File: src/sv/gpio_prb_pkg.sv
// ----------------------------------------------------------------------------
// gpio_prb_pkg
// Types, register codes and field-spreading helpers for the gpio port block.
// ----------------------------------------------------------------------------
`default_nettype none

package gpio_prb_pkg;

  // access kind codes
  localparam logic KindRead  = 1'b0;
  localparam logic KindWrite = 1'b1;

  // register index codes
  typedef enum logic [3:0] {
    RegMode     = 4'd0,
    RegOtype    = 4'd1,
    RegSpeed    = 4'd2,
    RegPull     = 4'd3,
    RegInput    = 4'd4,
    RegOutput   = 4'd5,
    RegSetReset = 4'd6,
    RegLock     = 4'd7,
    RegAfLow    = 4'd8,
    RegAfHigh   = 4'd9
  } reg_idx_e;

  // lock key sequencer, one-hot
  typedef enum logic [2:0] {
    KeyIdle   = 3'b001,
    KeyFirst  = 3'b010,
    KeySecond = 3'b100
  } key_phase_e;

  // position of the key bit in a lock register write
  localparam int unsigned LockKeyBit = 16;

  typedef struct packed {
    logic        kind;
    logic [3:0]  reg_index;
    logic [31:0] write_data;
    logic [15:0] pin_levels;
  } req_t;

  typedef struct packed {
    logic [31:0] read_data;
    logic [15:0] out_levels;
    logic        lock_active;
  } rsp_t;

  // one pin bit becomes a 2-bit field
  function automatic logic [31:0] spread2(input logic [15:0] pins);
    logic [31:0] r;
    r = '0;
    for (int i = 0; i < 16; i++) begin
      r[2*i +: 2] = {2{pins[i]}};
    end
    return r;
  endfunction

  // one pin bit becomes a 4-bit field
  function automatic logic [31:0] spread4(input logic [7:0] pins);
    logic [31:0] r;
    r = '0;
    for (int i = 0; i < 8; i++) begin
      r[4*i +: 4] = {4{pins[i]}};
    end
    return r;
  endfunction

endpackage

`default_nettype wire

File: src/sv/gpio_port_register_block.sv
// ----------------------------------------------------------------------------
// gpio_port_register_block
// Register file of one general-purpose I/O port with a configuration lock key.
// ----------------------------------------------------------------------------
//
//  channel | direction | handshake               | payload
//  --------+-----------+-------------------------+--------------------------
//  request | in        | req_valid_i/req_ready_o | req_i : req_t (one access)
//  response| out       | rsp_valid_o/rsp_ready_i | rsp_o : rsp_t (one result)
//
// the accepting edge loads the request register; once the response register
// is free, the port registers are updated and the response register is loaded,
// so each response passes through the request and response registers in turn.
// one transaction is accepted per cycle while the response side keeps up; a
// stalled response holds the pipeline, and the request register frees as soon
// as its transaction moves on. reset clears all port registers, the lock and
// the key sequencer; no clearing pass is needed.
`default_nettype none

module gpio_port_register_block
  import gpio_prb_pkg::*;
#(
  parameter int unsigned PIN_COUNT = 16
) (
  input  wire logic clk_i,
  input  wire logic rst_ni,
  input  wire logic req_valid_i,
  output      logic req_ready_o,
  input  wire req_t req_i,
  output      logic rsp_valid_o,
  input  wire logic rsp_ready_i,
  output      rsp_t rsp_o
);

  // bits of pins that exist; absent pins read zero and ignore writes
  localparam logic [15:0] PinMask = 16'((33'd1 << PIN_COUNT) - 33'd1);

  // request stage
  logic pipe_valid_q;
  req_t item_q;

  // response stage
  logic rsp_valid_q, rsp_valid_d;
  rsp_t rsp_q, rsp_d;

  // port registers
  logic [31:0] mode_q, mode_d;
  logic [15:0] otype_q, otype_d;
  logic [31:0] speed_q, speed_d;
  logic [31:0] pull_q, pull_d;
  logic [15:0] out_q, out_d;
  logic [31:0] af_low_q, af_low_d;
  logic [31:0] af_high_q, af_high_d;
  logic [15:0] lock_mask_q, lock_mask_d;
  logic        lock_key_q, lock_key_d;
  key_phase_e  key_phase_q, key_phase_d;
  logic [15:0] key_held_q, key_held_d;

  logic        advance;
  logic        is_write;
  logic [15:0] open_pins;
  logic [31:0] open2, open_al, open_ah;
  logic [31:0] wd;
  logic [15:0] wd_low;
  logic        wd_key;
  logic        key_match;
  logic [31:0] read_value;

  // the request register moves on when the response register is free
  assign advance     = pipe_valid_q && (!rsp_valid_q || rsp_ready_i);
  assign req_ready_o = !pipe_valid_q || advance;
  assign rsp_valid_o = rsp_valid_q;
  assign rsp_o       = rsp_q;

  assign is_write  = (item_q.kind == KindWrite);
  assign wd        = item_q.write_data;
  assign wd_low    = wd[15:0];
  assign wd_key    = wd[LockKeyBit];
  assign key_match = (wd_low == key_held_q);

  // pins whose configuration may still change
  assign open_pins = PinMask & ~(lock_key_q ? lock_mask_q : 16'h0000);
  assign open2     = spread2(open_pins);
  assign open_al   = spread4(open_pins[7:0]);
  assign open_ah   = spread4(open_pins[15:8]);

  // register updates of the access in the request register
  always_comb begin
    mode_d      = mode_q;
    otype_d     = otype_q;
    speed_d     = speed_q;
    pull_d      = pull_q;
    out_d       = out_q;
    af_low_d    = af_low_q;
    af_high_d   = af_high_q;
    lock_mask_d = lock_mask_q;
    lock_key_d  = lock_key_q;
    key_phase_d = key_phase_q;
    key_held_d  = key_held_q;
    if (advance && is_write) begin
      case (item_q.reg_index)
        RegMode:   mode_d    = (mode_q & ~open2) | (wd & open2);
        RegOtype:  otype_d   = (otype_q & ~open_pins) | (wd_low & open_pins);
        RegSpeed:  speed_d   = (speed_q & ~open2) | (wd & open2);
        RegPull:   pull_d    = (pull_q & ~open2) | (wd & open2);
        RegOutput: out_d     = wd_low & PinMask;
        // set wins over reset for a pin named in both halves
        RegSetReset: out_d   = ((out_q & ~wd[31:16]) | wd_low) & PinMask;
        RegAfLow:  af_low_d  = (af_low_q & ~open_al) | (wd & open_al);
        RegAfHigh: af_high_d = (af_high_q & ~open_ah) | (wd & open_ah);
        RegLock: begin
          if (!lock_key_q) begin
            lock_mask_d = wd_low & PinMask;
            // key: 1, 0, 1 on the key bit with the same low half
            case (key_phase_q)
              KeyFirst: begin
                if (!wd_key && key_match) begin
                  key_phase_d = KeySecond;
                end else if (wd_key) begin
                  key_held_d  = wd_low;
                  key_phase_d = KeyFirst;
                end else begin
                  key_phase_d = KeyIdle;
                end
              end
              KeySecond: begin
                if (wd_key && key_match) begin
                  lock_key_d  = 1'b1;
                  key_phase_d = KeyIdle;
                end else if (wd_key) begin
                  key_held_d  = wd_low;
                  key_phase_d = KeyFirst;
                end else begin
                  key_phase_d = KeyIdle;
                end
              end
              default: begin
                if (wd_key) begin
                  key_held_d  = wd_low;
                  key_phase_d = KeyFirst;
                end else begin
                  key_phase_d = KeyIdle;
                end
              end
            endcase
          end
        end
        default: ;
      endcase
    end
  end

  // read mux; writes and the set/reset word return zero
  always_comb begin
    read_value = '0;
    if (!is_write) begin
      case (item_q.reg_index)
        RegMode:   read_value = mode_q;
        RegOtype:  read_value = {16'h0000, otype_q};
        RegSpeed:  read_value = speed_q;
        RegPull:   read_value = pull_q;
        RegInput:  read_value = {16'h0000, item_q.pin_levels & PinMask};
        RegOutput: read_value = {16'h0000, out_q};
        RegLock:   read_value = {15'h0000, lock_key_q, lock_mask_q};
        RegAfLow:  read_value = af_low_q;
        RegAfHigh: read_value = af_high_q;
        default:   read_value = '0;
      endcase
    end
  end

  // response carries the port state after the access
  always_comb begin
    rsp_d.read_data   = read_value;
    rsp_d.out_levels  = out_d;
    rsp_d.lock_active = lock_key_d;
    if (advance) begin
      rsp_valid_d = 1'b1;
    end else if (rsp_ready_i) begin
      rsp_valid_d = 1'b0;
    end else begin
      rsp_valid_d = rsp_valid_q;
    end
  end

  // request register
  always_ff @(posedge clk_i or negedge rst_ni) begin
    if (!rst_ni) begin
      pipe_valid_q <= 1'b0;
    end else if (req_ready_o) begin
      pipe_valid_q <= req_valid_i;
    end
  end

  always_ff @(posedge clk_i) begin
    if (req_valid_i && req_ready_o) begin
      item_q <= req_i;
    end
  end

  // response register
  always_ff @(posedge clk_i or negedge rst_ni) begin
    if (!rst_ni) begin
      rsp_valid_q <= 1'b0;
    end else begin
      rsp_valid_q <= rsp_valid_d;
    end
  end

  always_ff @(posedge clk_i) begin
    if (advance) begin
      rsp_q <= rsp_d;
    end
  end

  // port registers
  always_ff @(posedge clk_i or negedge rst_ni) begin
    if (!rst_ni) begin
      mode_q      <= '0;
      otype_q     <= '0;
      speed_q     <= '0;
      pull_q      <= '0;
      out_q       <= '0;
      af_low_q    <= '0;
      af_high_q   <= '0;
      lock_mask_q <= '0;
      lock_key_q  <= 1'b0;
      key_phase_q <= KeyIdle;
      key_held_q  <= '0;
    end else begin
      mode_q      <= mode_d;
      otype_q     <= otype_d;
      speed_q     <= speed_d;
      pull_q      <= pull_d;
      out_q       <= out_d;
      af_low_q    <= af_low_d;
      af_high_q   <= af_high_d;
      lock_mask_q <= lock_mask_d;
      lock_key_q  <= lock_key_d;
      key_phase_q <= key_phase_d;
      key_held_q  <= key_held_d;
    end
  end

  // once locked, stays locked until reset
  a_lock_sticky: assert property (@(posedge clk_i) disable iff (!rst_ni)
    lock_key_q |=> lock_key_q)
    else $error("lock released without reset");

  // the lock mask is frozen while locked
  a_mask_frozen: assert property (@(posedge clk_i) disable iff (!rst_ni)
    lock_key_q |=> $stable(lock_mask_q))
    else $error("lock mask changed while locked");

  // the lock only engages on a lock register write leaving the request stage
  a_lock_cause: assert property (@(posedge clk_i) disable iff (!rst_ni)
    $rose(lock_key_q) |-> $past(advance && is_write && (item_q.reg_index == RegLock)))
    else $error("lock set without a lock write");

  // output data never drives absent pins
  a_out_present: assert property (@(posedge clk_i) disable iff (!rst_ni)
    (out_q & ~PinMask) == 16'h0000)
    else $error("output data on an absent pin");

endmodule

`default_nettype wire
File: config.mk
export PLATFORM = sky130hd
export DESIGN_NAME = gpio_port_register_block
export DESIGN_NICKNAME = d
export VERILOG_FILES = /design/src/sv/gpio_prb_pkg.sv /design/src/sv/gpio_port_register_block.sv
export SDC_FILE = /design/constraint.sdc
export NUM_CORES = 1
export LEC_CHECK = 0
export ABC_AREA = 1
export BUFFER_PORTS_ARGS = -buffer_cell sky130_fd_sc_hd__buf_2
export CORE_UTILIZATION = 40
export DETAILED_ROUTE_END_ITERATION = 16
export PLACE_DENSITY = 0.63
export SLEW_MARGIN = 0
export SYNTH_ARGS = -nofsm -noshare
export SYNTH_HDL_FRONTEND = slang
export SYNTH_SLANG_ARGS = --single-unit
File: constraint.sdc
create_clock -name clk_i -period 2.6 [get_ports clk_i]
set_input_delay 0.39 -clock clk_i [delete_from_list [all_inputs] [get_ports clk_i]]
set_output_delay 0.39 -clock clk_i [all_outputs]
set_load 0.03 [all_outputs]
* Yosys cells after proc, flatten, opt, wreduce, memory -nomap -nowiden
Index checks and enable logic that the tools add are counted. Widths: inputs -> output; s select.
Word-level totals: flip-flop bits (word level) 332, input bits 57, output and inout bits 51
Operators by class: equality and inequality tests 14, multiplexer cells 19, bitwise gates (word level) 25, reduce and logical (&&, ||, !) cells 20
Operator list (number):
- $pmux 32 s9 | 1
- $and 32x32->32 | 8
- $or 32x32->32 | 5
- $not 32->32 | 3
- $mux 16 | 5
- $pmux 16 s2 | 2
- $and 16x16->16 | 3
- $not 16->16 | 3
- $or 16x16->16 | 2
- $eq 16x16->1 | 1
- $eq 4x3->1 const B | 4
- $reduce_and 2->1 | 6
- $eq 4x2->1 const B | 2
- $eq 4x4->1 const B | 2
- $mux 1 | 7
- $pmux 3 s2 | 1
- $logic_and 1x1->1 | 5
- $reduce_and 5->1 | 1
- $eq 4x1->1 const B | 1
- $logic_not 4->1 | 1
- $mux 2 | 2
- $ne 2x2->1 const B | 2
- $eq 3x2->1 const B | 1
- $eq 3x3->1 const B | 1
- other kinds (6) | 9

* Logic depth before layout (Yosys ltp)
depth in word-level cells 7, mapped depth 12, mapped depth without buffers 11

* Least setup slack after synthesis
No wires, ideal clock.
kind reg-to-reg, start point register rsp_valid_q, in the netlist rsp_valid_o, end point register key_held_q[2], arrival 2.301 ns, setup slack 0.172 ns, cell stages (with the launch flop) 12, path buffers 1, cells stage by stage dfrtp_1 nand2_1 nand2_1 inv_2 nand2_2 nor2_1 nand2_2 nor2_1 nand2_1 buf_2 nand2_1 o21ai_0
Between the ends: longest elaborated chain between the ends 5
RTL lines:
- start: declaration | RTL line gpio_port_register_block.sv:43 | logic rsp_valid_q, rsp_valid_d;
- start signal: assignment | RTL line gpio_port_register_block.sv:206 | rsp_valid_q <= rsp_valid_d;
- $logic_not 1->1 | RTL line gpio_port_register_block.sv:70 | assign advance = pipe_valid_q && (!rsp_valid_q || rsp_ready_i);
- $logic_or 1x1->1 | RTL line gpio_port_register_block.sv:70
- $logic_and 1x1->1 | RTL line gpio_port_register_block.sv:70
- net advance | RTL line gpio_port_register_block.sv:59 | logic advance;
- $logic_and 1x1->1 | RTL line gpio_port_register_block.sv:100 | if (advance && is_write) begin
- $reduce_and 5->1 (no line)
- end signal: assignment | RTL line gpio_port_register_block.sv:241 | key_held_q <= key_held_d;
- end: declaration | RTL line gpio_port_register_block.sv:57 | logic [15:0] key_held_q, key_held_d;
The timed path passes the listed nets, and every way through them passes these cells. A chain may end at the register's enable or synchronous reset.

* Worst setup path in the final report
start point register item_q[51] in the netlist's numbering, end point register rsp_q, in the netlist rsp_o[12] (data pin)
Between the ends: longest elaborated chain between the ends 3, elaborated cells on any way between the ends 4
RTL lines:
- start: declaration | RTL line gpio_port_register_block.sv:40 | req_t item_q;
- start signal: assignment | RTL line gpio_port_register_block.sv:197 | item_q <= req_i;
- $eq 4x3->1 | RTL line gpio_port_register_block.sv:101 | case (item_q.reg_index)
- $pmux 16 s2 (*) | RTL line gpio_port_register_block.sv:101
- $mux 16 (*) | RTL line gpio_port_register_block.sv:100
- net out_d[11] | RTL line gpio_port_register_block.sv:51 | logic [15:0] out_q, out_d;
- end signal: assignment | RTL line gpio_port_register_block.sv:212 | rsp_q <= rsp_d;
- end: declaration | RTL line gpio_port_register_block.sv:44 | rsp_t rsp_q, rsp_d;
The timed path passes the listed nets; every way through them passes the cells marked *.

==> results.py <==
metrics = {
    "worst_setup_path": {
        "slowest_stage": "inv_1",
        "crit_path_start_kind": "register",
        "cp_data_required_time_ns": 2.85,
        "crit_chain": "inv_1, nand2_1, clkinv_1, nand2_1, inv_1, a21oi_1, o22ai_1",
        "worst_path_largest_cell_delay_ns": 0.48,
        "worst-path-buf-inv": 3,
        "crit_type": "reg -> reg",
        "cp_data_arrival_time_ns": 2.40,
        "crit_family": "buffers and inverters",
        "r2r_cells": 7,
        "worst-path-max-fanout": 16,
        "endpoint_kind": "register",
        "worst-path-stages": 7,
    },
    "power_and_ir_drop": {
        "pwr-share-clk": 0.368,
        "p_int_uw": 10400,
        "p_switching_uw": 3900,
        "comb_power_share": 0.136,
        "power_uw": 14300,
        "ir_drop_mv": 0.582,
        "power.density_nw_per_um2": 886,
        "power_frac_seq": 0.496,
        "cellLeakagePower_uw": 0.00701,
        "swShare": 0.273,
    },
    "synth": {
        "synth.avg_cell_area_sq_um": 9.64,
        "yosys.area.top_type_share": 0.421,
        "synth_cell_type_count": 28,
        "synthesis.area_sq_um": 13600,
        "ys_seq_elements": 332,
        "yosysTopAreaCell": "dfrtp_1",
        "ys_seq_area_frac": 0.648,
        "synthFlopType": "dfrtp_1",
        "ys_warn_count": 0,
        "async_flop_share": 0.693,
        "synth_edf_count": 102,
        "synth_nets": 1470,
        "synth_most_common_cell": "nand2_1",
        "synth.area.top_cells": "dfrtp_1, edfxtp_1, nand2_1",
        "syn_inst": 1413,
        "ys_top_cells_by_count": "nand2_1, dfrtp_1, o21ai_0",
    },
    "worst_hold_path": {
        "hold_depth": 1,
        "hp-class": "in -> reg",
    },
    "clocking": {
        "cts_tree": "built",
        "insertion_delay_ns": 0.52,
        "cts.htree.levels": 2,
        "holdBufCountCts": 1,
        "ctsResizeCount": 0,
        "clockBufferDepth": 3,
        "cts_setup_buffers": 0,
        "clk_pin_slew_worst_paths_ns": 0.06,
        "cts_inserted_buffers": 36,
        "cts.sinks": 332,
        "root_buffer": "clkbuf_16",
    },
    "global_routing": {
        "grt_usage": 0.213,
        "antenna_found_initial": 0,
        "grt_pass1_wl_mm": 58.2,
        "grt_overflow": 0,
        "grt_pass1_vias": 10400,
        "grt_max_degree": 83,
    },
    "timing": {
        "fmax_mhz": 466,
        "finalSetupTns_ns": 0,
        "rsz0062_at_grt": "no",
        "finalSetupViolCount": 0,
        "finClkSkew_ns": 0.0234,
        "fin_hold_ws_ns": 0.0418,
        "period_share": 0.825,
        "hold_viol": 0,
        "worst_pin_slew_ns": 0.653,
        "max_slew_margin": 0.564,
        "layout_min_cycle_time_ns": 2.15,
        "slew_violations": 0,
    },
    "routing": {
        "firstDrtPassIters": 5,
        "wl_per_cell_microns": 18.1,
        "vias": 10700,
        "drt_wl_total_mm": 36.7,
        "drtAntennaViolNets": 0,
        "drt_iter0_drc": 966,
        "via_per_inst": 5.27,
        "drc": 0,
    },
    "floorplanning": {
        "fp.dieH_microns": 187,
        "initial_core_util": 0.406,
        "rows": 67,
        "ioPinCount": 108,
        "die-area_sq_um": 34800,
        "die_w_microns": 187,
        "core_sq_um": 33500,
    },
    "layout": {
        "final_cell_area_sq_um": 16100,
        "final_layout_size_suffix_gt1_frac": 0.148,
        "areaGrowthSynthToFinish_pct": 18.4,
        "fill_cells": 3209,
        "n_antenna_cell": 0,
        "final_cells": 2026,
        "fin_nets": 1608,
    },
    "place": {
        "port_buffers": 107,
        "placed_cells": 1960,
        "place.gp.congestion": 0.900,
        "hpwl_mm": 25.1,
        "dpl-instance-area_sq_um": 14900,
    },
    "job": {
        "maxCapViolCount": 0,
    },
    "outcome": {
        "status": "finished clean",
    },
}
-- placed cells by master (no fill, tap or decap), types with 18 or more instances in the layout --
cell,count
a21oi_1,56
nor2_1,21
o21ai_0,198
a31oi_1,31
nand3_1,90
inv_1,62
buf_2,106
dfrtp_1,229
buf_4,38
inv_2,18
nand2_1,470
edfxtp_1,102
clkbuf_16,40
-- metal layers --
layer | vias up | global-route usage | wire, microns
li1 | 5072 | - | -
met1 | 5116 | 0.301 | 16300
met2 | 404 | 0.326 | 16200
met3 | 92 | 0.0414 | 2760
met4 | 0 | 0.0823 | 1360
met5 | - | 0 | 0
-- logic make-up (layout without fill, tap and decap cells) --
family | count (synthesis) | count (layout) | synth area share
xor+xnor | 1 | 1 | 0.000643
simple gates | 628 | 628 | 0.190
flops | 332 | 332 | 0.648
compound gates | 322 | 322 | 0.124
buf+inv | 130 | 295 | 0.0376
-- power groups by stage --
| stage | clock network (uW) | registers [uW] | logic, uW |
|---|---|---|---|
| final | 5260 | 7080 | 1940 |
| after global routing | 5560 | 7200 | 2200 |
| after CTS | 5350 | 7070 | 1960 |
| after detailed placement | 0 | 7150 | 1950 |
| after global placement | 0 | 7130 | 1900 |
| after floorplan | 0 | 7290 | 1030 |
-- path summary, 6_finish.rpt --
| kind | from | endpoint | slack, ns |
|---|---|---|---|
| max reg2reg | item_q[51] | rsp_o[12] | 0.45 |
| max in group asynchronous | rst_ni | async pin | 1.46 |
| min in group asynchronous | rst_ni | async pin | 0.34 |
| min reg2reg | register | register | 0.48 |
| max | item_q[51] | rsp_o[12] | 0.45 |
| min | req_i[16] | wd[0] | 0.04 |
-- metrics by stage --
step           setup slack, ns  utilization
2_1_floorplan            0.172            -
3_3_place_gp             0.591        0.444
3_5_place_dp             0.567        0.444
6_report                 0.455        0.481
5_1_grt                  0.349        0.481
4_1_cts                  0.535        0.481
-- cell type report --
class                           instances  area (sq um)  share of cell area
Inverter                               81           304              0.0189
Multi-Input combinational cell        951          4300               0.267
Clock inverter                         13           146             0.00908
Clock buffer                           52          1090              0.0674
Sequential cell                       332          8820               0.547
Timing Repair Buffer                  149           901              0.0559
Tap cell                              448           561              0.0348
Power figures use the tool's default switching activity.
